File: config.mk
export PLATFORM = sky130hd
export DESIGN_NAME = exact_pattern_matcher
export DESIGN_NICKNAME = d
export VERILOG_FILES = /design/src/rtl/core/epm_pkg.sv /design/src/rtl/core/exact_pattern_matcher.sv /design/src/rtl/core/epm_front.sv /design/src/rtl/core/epm_back.sv
export SDC_FILE = /design/constraint.sdc
export NUM_CORES = 1
export LEC_CHECK = 0
export BUFFER_PORTS_ARGS = -buffer_cell sky130_fd_sc_hd__buf_2
export CAP_MARGIN = 10
export CORE_MARGIN = 3
export CORE_UTILIZATION = 45
export CTS_CLUSTER_SIZE = 40
export DETAILED_ROUTE_END_ITERATION = 10
export SYNTH_ARGS = -nofsm -noshare
export SYNTH_HDL_FRONTEND = slang
export SYNTH_SLANG_ARGS = --single-unit
export TNS_END_PERCENT = 50
File: constraint.sdc
create_clock -name clk -period 6.5 [get_ports clk]
set_input_delay 0.325 -clock clk [delete_from_list [all_inputs] [get_ports clk]]
set_output_delay 0.325 -clock clk [all_outputs]
set_load 0.05 [all_outputs]
File: src/rtl/core/epm_pkg.sv
// ---------------------------------------------------------------------------
// epm_pkg
// shared types and constants for the exact pattern matcher
// ---------------------------------------------------------------------------
package epm_pkg;

    localparam int PatternMax    = 64;
    localparam int PositionBits  = 32;
    localparam int IndexBits     = $clog2(PatternMax);
    localparam int LengthBits    = 7;
    localparam int StartBits     = 32;

    localparam logic KIND_PATTERN = 1'b0;
    localparam logic KIND_TEXT    = 1'b1;

    // classified word passed from front to back
    typedef struct packed {
        logic                 is_text;
        logic [IndexBits-1:0] index;
        logic [7:0]           data;
        logic                 last;
    } epm_op_t;

endpackage

File: src/rtl/core/exact_pattern_matcher.sv
// ---------------------------------------------------------------------------
// exact_pattern_matcher
// streaming exact string matcher over a loadable pattern of up to 64 bytes
// ---------------------------------------------------------------------------
// Input channel (in_valid/in_ready): kind 0 writes data_byte into pattern
// cell pattern_index; kind 1 is one text byte, end_of_text marks the last.
// Each text byte gives one result word on the output channel
// (out_valid/out_ready): match_found and the start position of the match,
// zero when no match ends there. Pattern writes give no word.
// Config channel (cfg_valid/cfg_ready) writes pattern_length; always ready.
// Throughput is one word per cycle while no held result stalls the cells:
// all 64 cells compare and shift in parallel. A word passes the front
// queue entry, then the cell update into the result register.
// A two-entry queue parts input from the cells; the result register holds
// while out_ready is low, and the queue absorbs input until it fills.
// Reset clears partial matches, position, queue and length (to 1); the
// pattern store is undefined until written.
// ---------------------------------------------------------------------------
module exact_pattern_matcher
(
    input  logic        clk,
    input  logic        rst_n,
    input  logic        in_valid,
    output logic        in_ready,
    input  logic        kind,
    input  logic [5:0]  pattern_index,
    input  logic [7:0]  data_byte,
    input  logic        end_of_text,
    output logic        out_valid,
    input  logic        out_ready,
    output logic        match_found,
    output logic [31:0] match_start,
    input  logic        cfg_valid,
    output logic        cfg_ready,
    input  logic [6:0]  cfg_data
);
    import epm_pkg::*;

    logic            op_valid, op_ready;
    epm_op_t         op;
    logic [6:0]      len_reg;

    // length register
    assign cfg_ready = 1'b1;
    always_ff @(posedge clk or negedge rst_n)
    begin
        if (!rst_n)
            len_reg <= 7'd1;
        else if (cfg_valid)
            len_reg <= cfg_data;
    end

    epm_front u_front
    (
        .clk(clk), .rst_n(rst_n), .in_valid(in_valid), .in_ready(in_ready),
        .kind(kind), .pattern_index(pattern_index), .data_byte(data_byte),
        .end_of_text(end_of_text), .op_valid(op_valid), .op_ready(op_ready),
        .op(op)
    );

    epm_back u_back
    (
        .clk(clk), .rst_n(rst_n), .op_valid(op_valid), .op_ready(op_ready),
        .op(op), .pattern_length(len_reg), .out_valid(out_valid),
        .out_ready(out_ready), .match_found(match_found),
        .match_start(match_start)
    );

    // a missing match reports start zero
    assert property (@(posedge clk) disable iff (!rst_n)
        out_valid && !match_found |-> match_start == '0)
        else $error("start nonzero without match");

    // a stalled result holds
    assert property (@(posedge clk) disable iff (!rst_n)
        out_valid && !out_ready |=> out_valid && $stable(match_start))
        else $error("result changed under stall");

    // an empty queue always takes input
    assert property (@(posedge clk) disable iff (!rst_n)
        !op_valid |-> in_ready)
        else $error("queue empty but input blocked");

endmodule

File: src/rtl/core/epm_front.sv
// ---------------------------------------------------------------------------
// epm_front
// input classifier feeding a two-entry queue towards the match engine
// ---------------------------------------------------------------------------
module epm_front
(
    input  logic                clk,
    input  logic                rst_n,
    input  logic                in_valid,
    output logic                in_ready,
    input  logic                kind,
    input  logic [5:0]          pattern_index,
    input  logic [7:0]          data_byte,
    input  logic                end_of_text,
    output logic                op_valid,
    input  logic                op_ready,
    output epm_pkg::epm_op_t    op
);
    import epm_pkg::*;

    epm_op_t     q_reg [2];
    logic        rd_ptr_reg, rd_ptr_next;
    logic        wr_ptr_reg, wr_ptr_next;
    logic [1:0]  count_reg, count_next;
    epm_op_t     op_in;
    logic        push, pop;

    // classify incoming word
    always_comb
    begin
        op_in.is_text = (kind == KIND_TEXT);
        op_in.index   = pattern_index[IndexBits-1:0];
        op_in.data    = data_byte;
        op_in.last    = end_of_text & (kind == KIND_TEXT);
    end

    assign in_ready = (count_reg != 2'd2);
    assign push     = in_valid & in_ready;
    assign op_valid = (count_reg != 2'd0);
    assign pop      = op_valid & op_ready;
    assign op       = q_reg[rd_ptr_reg];

    // queue pointers
    always_comb
    begin
        rd_ptr_next = rd_ptr_reg ^ pop;
        wr_ptr_next = wr_ptr_reg ^ push;
        count_next  = count_reg + {1'b0, push} - {1'b0, pop};
    end

    always_ff @(posedge clk or negedge rst_n)
    begin
        if (!rst_n)
        begin
            rd_ptr_reg <= 1'b0;
            wr_ptr_reg <= 1'b0;
            count_reg  <= 2'd0;
        end
        else
        begin
            rd_ptr_reg <= rd_ptr_next;
            wr_ptr_reg <= wr_ptr_next;
            count_reg  <= count_next;
        end
    end

    // queue storage
    always_ff @(posedge clk)
    begin
        if (push)
        begin
            q_reg[wr_ptr_reg] <= op_in;
        end
    end

endmodule

File: src/rtl/core/epm_back.sv
// ---------------------------------------------------------------------------
// epm_back
// pattern cells with shift-and compare, position counter and result register
// ---------------------------------------------------------------------------
module epm_back
(
    input  logic                clk,
    input  logic                rst_n,
    input  logic                op_valid,
    output logic                op_ready,
    input  epm_pkg::epm_op_t    op,
    input  logic [6:0]          pattern_length,
    output logic                out_valid,
    input  logic                out_ready,
    output logic                match_found,
    output logic [31:0]         match_start
);
    import epm_pkg::*;

    logic [7:0]              pat_reg [PatternMax];
    logic [PatternMax-1:0]   bits_reg, bits_next;
    logic [PositionBits-1:0] pos_reg, pos_next;
    logic                    out_valid_reg, out_valid_next;
    logic                    found_reg, found_next;
    logic [StartBits-1:0]    start_reg, start_next;
    logic [LengthBits-1:0]   len_eff;
    logic [IndexBits-1:0]    top;
    logic                    take, text_take;
    logic [PositionBits-1:0] start_full;

    // clamp length into 1..PatternMax
    always_comb
    begin
        if (pattern_length == '0)
            len_eff = LengthBits'(1);
        else if (pattern_length > LengthBits'(PatternMax))
            len_eff = LengthBits'(PatternMax);
        else
            len_eff = pattern_length;
        top = IndexBits'(len_eff - LengthBits'(1));
    end

    assign op_ready  = !out_valid_reg || out_ready;
    assign take      = op_valid & op_ready;
    assign text_take = take & op.is_text;

    // parallel cell update
    always_comb
    begin
        for (int i = 0; i < PatternMax; i++)
        begin
            bits_next[i] = (i < int'(len_eff)) && (pat_reg[i] == op.data) &&
                           ((i == 0) ? 1'b1 : bits_reg[(i == 0) ? 0 : i - 1]);
        end
        start_full = pos_reg - PositionBits'(top);
        found_next = bits_next[top];
        start_next = found_next ? start_full[StartBits-1:0] : '0;
        pos_next   = op.last ? '0 : pos_reg + PositionBits'(1);
        out_valid_next = text_take ? 1'b1 : (out_ready ? 1'b0 : out_valid_reg);
    end

    always_ff @(posedge clk or negedge rst_n)
    begin
        if (!rst_n)
        begin
            bits_reg      <= '0;
            pos_reg       <= '0;
            out_valid_reg <= 1'b0;
        end
        else
        begin
            out_valid_reg <= out_valid_next;
            if (text_take)
            begin
                bits_reg <= op.last ? '0 : bits_next;
                pos_reg  <= pos_next;
            end
        end
    end

    // result payload and pattern store
    always_ff @(posedge clk)
    begin
        if (text_take)
        begin
            found_reg <= found_next;
            start_reg <= start_next;
        end
        if (take && !op.is_text)
        begin
            pat_reg[op.index] <= op.data;
        end
    end

    assign out_valid   = out_valid_reg;
    assign match_found = found_reg;
    assign match_start = start_reg;

endmodule

==> results of run 1 <==
report_power, final:
group | internal (mW) | leakage (nW) | switching (mW)
clock network | 2.37 | 1.15 | 1.70
registers | 5.50 | 6.69 | 0.122
logic | 1.47 | 3.95 | 3.49
critical path, cell delays in order, from the launching register on:
cell and delay [ps]:
dfrtp_1 570, nor4_1 570, a22o_1 240, inv_2 210, ha_1 350, xnor2_1 620, inv_1 500, ha_1 450
a21o_1 170, a21oi_1 200, o21ai_0 140, a211o_1 390, nor2_1 350, nand2_1 260, nor4_1 370, xnor2_1 180
nor2_2 40
layout make-up:
cell class,instances,area [sq um]
repair buffers,135,1030
clock inverters,33,239
inverters,30,118
clock buffers,99,2090
well taps,873,1090
flip-flops and latches,684,20000
fillers,5710,32900
multi-input cells,1473,10300
per-layer routing:
metal	GRT usage, %	part of all wire [%]
met1	32.6	42
met2	38.3	47
met3	4.58	7.8
met4	8.05	3.2
met5	0	0.015
what timing repair did:
item                                   in CTS  in global routing
gates resized for setup                     0                  1
hold buffers                               22                  0
setup endpoints to repair                   0                  4
endpoints found under the hold margin      84                  0
how the worst max path moves through the flow:
stage,slack (ps),from,cells past startpoint,endpoint
6_report,590,len_reg[2],16,u_back.match_start[30]
5_1_grt,70,len_reg[2],16,u_back.match_start[26]
4_1_cts,650,len_reg[2],15,u_back.match_start[19]
3_5_place_dp,680,len_reg[2],15,u_back.match_start[19]
3_3_place_gp,960,len_reg[2],16,u_back.match_start[26]
2_1_floorplan,1680,len_reg[2],20,u_back.match_start[26]
cells in the final DEF (no fill, tap or decap), types with 7 or more instances in the layout:
cell type	instances
edfxtp_1	577
xnor2_1	445
nand2_1	160
nor2_1	137
xor2_1	121
dfrtp_1	106
nor4_1	78
clkbuf_16	78
nand4_1	64
o21ai_0	64
buf_2	61
nor3_1	51
nand3_1	51
buf_4	43
and3_1	36
nor2_2	28
a21oi_1	24
dlygate4sd3_1	22
clkinv_2	20
inv_1	19
o31ai_1	16
clkbuf_1	15
ha_1	12
clkinv_1	12
nor2b_1	10
o211ai_1	10
nand2b_1	9
mux2_2	9
a21o_1	9
buf_12	9
mux2i_4	8
inv_2	7
through the flow:
stage / setup WS (ps) / hold WS (ps) / instance area [sq um] / cells / power [mW]
detailed placement: 679 / 449 / 32300 / 3173 / 10.7
CTS: 649 / 4.12 / 34800 / 3327 / 14.8
global route: 65.6 / 6.37 / 34800 / 3327 / 15.2
floorplan: 1680 / 29.4 / 31100 / 2307 / 9.06
global placement: 962 / 443 / 32300 / 3173 / 10.6
finish: 592 / 42.8 / 34800 / 3327 / 14.7
logic make-up after synthesis:
| logic type | Yosys count |
|---|---|
| muxes | 23 |
| and+or+nand+nor | 674 |
| adders and majority gates | 13 |
| DFF | 684 |
| other | 1 |
| AOI/OAI and AO/OA | 196 |
| buffers and inverters | 150 |
| xor gates and xnor gates | 566 |
==> impl_results.md, run 1 <==
- Drt first-iter violations: 1,835
- # diodes: 0
- Avg WL per Cell: 25.7 um
- GPL Wtd Cong: 0.946
- Top-area cell type share of the netlist area: 55.7%
- HP Start: cfg_data[3]
- Relative slew margins: 26.8%
- Pwr dens: 421 nW/um^2
- Critical path type: flip-flop to flip-flop
- 1st-pass router iterations: 8
- Max Fclk: 0.169 GHz
- Worst hold stages: 2
- Sequential-to-total area share from yosys stat: 64.4%
- Crit-path max FO: 19
- Ys async rst share: 15.6%
- Ranking of synthesized cells by area: edfxtp_1, xnor2_1, dfrtp_1
- Compound-Gate Fraction of Synth Area: 4.36%
- Largest family of logic cells by synthesized area: XOR/XNOR gates
- Adder-Cell Fraction of Synth Area: 0.548%
- Final antenna-violating net count: 0
- GRT overflow: 0
- Synth Area in XOR/XNOR: 16.0%
- Final HPWL DP: 52,100 um
- Die width: 269 um
- Main flop type after synthesis: edfxtp_1
- Critical Path Start Type: flip-flop
- Critical Path RT: 6850 ps
- Avg Cell Area, Syn: 13.5 sq um
- Fraction of layout instances using a drive strength above 1: 11.9%
- Largest net degree at the start of global routing: 72
- Cts bufs inserted: 72
- Ys Warns: 0
- DRT Wirelength: 85,600 um
- Initial Utilization: 45.9%
- FP Rows: 95
- # nets final: 2,437
- Hold WC Path Type: primary input to flip-flop
- Most instantiated cells after synthesis: edfxtp_1, xnor2_1, nand2_1, nor2_1, xor2_1
- Outcome: complete, no violations
- Final setup violation count: 0
- Post-CTS Repair Setup Buffers: 0
- Fin crit share: 90.9%
- Layout overhead on the synthesized area: 12.1%
- RSZ-0062 raised after global routing: false
- Initial antenna violation count: 1
- CTS tree: yes
- Min Clock Period, post-route: 5910 ps
- Worst reg2reg endpoint: u_back.match_start[30]
- Max VDD drop: 241 uV
- CTS Buffer Depth: 3
- Arr. time, crit path: 6260 ps
- Via count: 19.2k
- Total track usage: 23.8%
- Clock Skew: 41.4 ps
- Unique masters post-synth: 82
- Max Cap Violations: 0
- Vias in the first global route: 19.1k
- Mux cell area share after synthesis: 0.894%
- IO Pins: 64
- Cell Area, Synth: 31,100 sq um
- Clk sinks: 684
- Setup TNS: 0 ps
- Slew @ Worst Pin: 1070 ps
- Clock root buffer: clkbuf_16
- Worst Setup End Kind: flip-flop
- #FFs+latches synth: 684
- Post-Syn Nets: 2,348
- WHS Endpoint: len_reg[3]
- Hold Vio Cnt, Final: 0
- Core area: 67,800 sq um
- Die Y: 269 um
- Worst skew pair latency: 630 ps
- Worst-path clk slew: 70 ps
- Number of flops mapped to enable cells by yosys: 577
- P_leak: 11.8 nW
- CTS HTree Levels: 3
- Die area: 72,300 sq um
- IO buf count: 62
- Worst r2r src: len_reg[2]
- First-pass GRT wire length: 126,000 um
- DR DRC count: 0
- Vias per cell: 5.77
- Post-synth top area cell: edfxtp_1
- Top-count cell post-synth: edfxtp_1
- Worst R2R Path Depth: 16
- Pins over their slew limit: 0
- Max reg flops: 512
- Post-Synth Simple-Gate Area: 11.0%
- Fin util: 51.4%
- Reg2reg setup slack: 590 ps
- Synthesized netlist cell count: 2,307
(Power assumes the default switching activity.)
==> inputs of run 2 (changes only) <==
--- a/config.mk
+++ b/config.mk
@@ -8,7 +8,7 @@
 export BUFFER_PORTS_ARGS = -buffer_cell sky130_fd_sc_hd__buf_2
 export CAP_MARGIN = 10
 export CORE_MARGIN = 3
-export CORE_UTILIZATION = 45
+export CORE_UTILIZATION = 39
 export CTS_CLUSTER_SIZE = 40
 export DETAILED_ROUTE_END_ITERATION = 10
 export SYNTH_ARGS = -nofsm -noshare
==> constraint.sdc (replaced) <==
create_clock -name clk -period 6.5 [get_ports clk]
set_input_delay 0.975 -clock clk [delete_from_list [all_inputs] [get_ports clk]]
set_output_delay 0.975 -clock clk [all_outputs]
set_load 0.05 [all_outputs]
==> run 2 against run 1 <==
Compared with the run above:
- cell count is 4.6% higher
- global-route usage fell by 2.9 points
- clock skew is 1.4 ps lower
- sequential power about the same
- worst hold slack better by 420 ps
- register-to-register slack improved by 870 ps
- critical path depth unchanged
- maximum frequency rose by 17%
- sequential cell count stayed put
- combinational power barely moved
- critical path type unchanged
- critical endpoint is now u_back.match_start[26]
==> impl_results.md, run 2 (same netlist as run 1, synthesis figures left out) <==
- Outcome: complete, no violations
- Vias in the first global route: 19.3k
- Layout overhead on the synthesized area: 12.7%
- GPL Wtd Cong: 0.900
- Max reg flops: 512
- Clock root buffer: clkbuf_16
- Design area: 35,000 sq um
- CTS HTree Levels: 3
- Slew @ Worst Pin: 1040 ps
- Die width: 288 um
- IO Pins: 64
- Int Pwr: 9.58 mW
- Max Cap Violations: 0
- Initial antenna violation count: 2
- Via count: 19.1k
- Commonest cells after routing, fill and taps aside: edfxtp_1, xnor2_1, nand2_1
- FF+latch area: 20,000 sq um
- Cts bufs inserted: 74
- Avg WL per Cell: 25.2 um
- 1st-pass router iterations: 6
- Pwr dens: 428 nW/um^2
- Min Clock Period, post-route: 5040 ps
- Most common cell after layout, fill and taps aside: edfxtp_1
- CTS tree: yes
- # fillers: 6,955
- Final antenna-violating net count: 0
- Max Fclk: 0.199 GHz
- P_leak: 11.8 nW
- GRT overflow: 0
- Critical path type: flip-flop to flip-flop
- Final setup violation count: 0
- Die area: 83,100 sq um
- Vias per cell: 5.50
- Max VDD drop: 223 uV
- Worst skew pair latency: 630 ps
- Drt first-iter violations: 1,893
- Clock Skew: 40.0 ps
- Sw frac: 36.1%
- Hold Vio Cnt, Final: 0
- Final HPWL DP: 53,500 um
- CTS Buffer Depth: 3
- Core area: 78,200 sq um
- Worst-path clk slew: 60 ps
- DR DRC count: 0
- # diodes: 0
- # resized after CTS: 0
- Net switching power: 5.41 mW
- First-pass GRT wire length: 128,000 um
- Post-CTS Repair Setup Buffers: 0
- Hold bufs inserted after CTS: 0
- Critical Path RT: 6860 ps
- Reg2reg setup slack: 1470 ps
- Fraction of layout instances using a drive strength above 1: 12.4%
- Crit-path max FO: 19
- Pre-CTS WS: 1530 ps
- FP Rows: 102
- Worst Setup End Kind: flip-flop
- Clk sinks: 684
- Total track usage: 20.9%
- Clk pwr share: 29.4%
- Multi-input logic area: 10,300 sq um
- Hold WC Path Type: primary input to asynchronous set/reset pin
- DRT Wirelength: 87,500 um
- Placed Area: 32,400 sq um
- Setup WS post-layout: 1470 ps
- Largest net degree at the start of global routing: 72
- Fin crit share: 77.5%
- Sequential share of power: 37.6%
- Pins over their slew limit: 0
- Power share of the combinational group: 33.0%
- Relative slew margins: 30.0%
- # nets final: 2,419
- Die Y: 288 um
- Pwr Total: 15.0 mW
- Initial Utilization: 39.7%
- IO buf count: 62
- RSZ-0062 raised after global routing: false
- Setup TNS: 0 ps
- Arr. time, crit path: 5400 ps
- Critical Path Start Type: flip-flop
run 2: cell types whose count changed in the layout (fill, tap and decap cells not counted), moves of 2 or more:
cell,change
clkbuf_8,+8
buf_12,-4
inv_2,-3
buf_2,+2
dlygate4sd3_1,-22
clkinv_2,-3
clkbuf_1,+4
clkinv_1,-7
bufinv_16,+4
buf_4,+4
run 2: through the flow:
step / utilization, % / hold slack (ps) / cells
2_1_floorplan: - / 430 / 2307
3_3_place_gp: 41.5 / 444 / 3340
3_5_place_dp: 41.5 / 462 / 3340
4_1_cts: 44.8 / 473 / 3478
5_1_grt: 44.8 / 494 / 3480
6_report: 44.8 / 460 / 3480
run 2: final timing paths:
kind	from	endpoint	cells past startpoint
worst min register to register	u_back.bits_reg[25]	u_back.bits_reg[25]	2
worst max-delay path	len_reg[2]	u_back.match_start[26]	16
worst max register to register	len_reg[2]	u_back.match_start[26]	16
max in group asynchronous	rst_n	u_back.out_valid	2
worst min-delay path	rst_n	u_back.pos_reg[0]	1
min in group clk	u_back.bits_reg[25]	u_back.bits_reg[25]	2
run 2: layer usage:
| metal | vias up | part of all wire [%] | global-route usage [%] |
|---|---|---|---|
| li1 | 8456 | - | - |
| met4 | 2 | 3.4 | 7.35 |
| met5 | - | 0.015 | 0 |
| met2 | 764 | 47 | 34.2 |
| met3 | 200 | 7.3 | 3.88 |
| met1 | 9718 | 42 | 27.9 |
run 2: worst max-delay path, stage by stage, from the launching register on:
cell,delay (ps)
dfrtp_1,570
nor4_1,570
a22o_1,250
inv_2,200
ha_1,350
xnor2_1,240
inv_1,90
ha_1,320
a21o_1,180
a21oi_1,220
o21ai_0,160
a211o_1,400
nor2_1,380
nand2_1,260
nor4_1,360
xnor2_1,180
nor2_2,40
run 2: layout make-up:
class	instances	share of cell area, %
clock buffer	111	6.33
clock inverter	27	1.02
inverter	30	0.346
multi-input combinational	1473	29.3
sequential	684	57.1
tap	1040	3.71
timing repair buffer	115	2.19
run 2: power by group through the flow:
stage / clock, mW / combinational, mW / sequential [mW]
3_3_place_gp: 0 / 4.90 / 5.73
4_1_cts: 4.48 / 4.97 / 5.64
2_1_floorplan: 0 / 3.05 / 6.01
5_1_grt: 4.65 / 5.25 / 5.66
3_5_place_dp: 0 / 4.96 / 5.73
6_report: 4.41 / 4.94 / 5.64
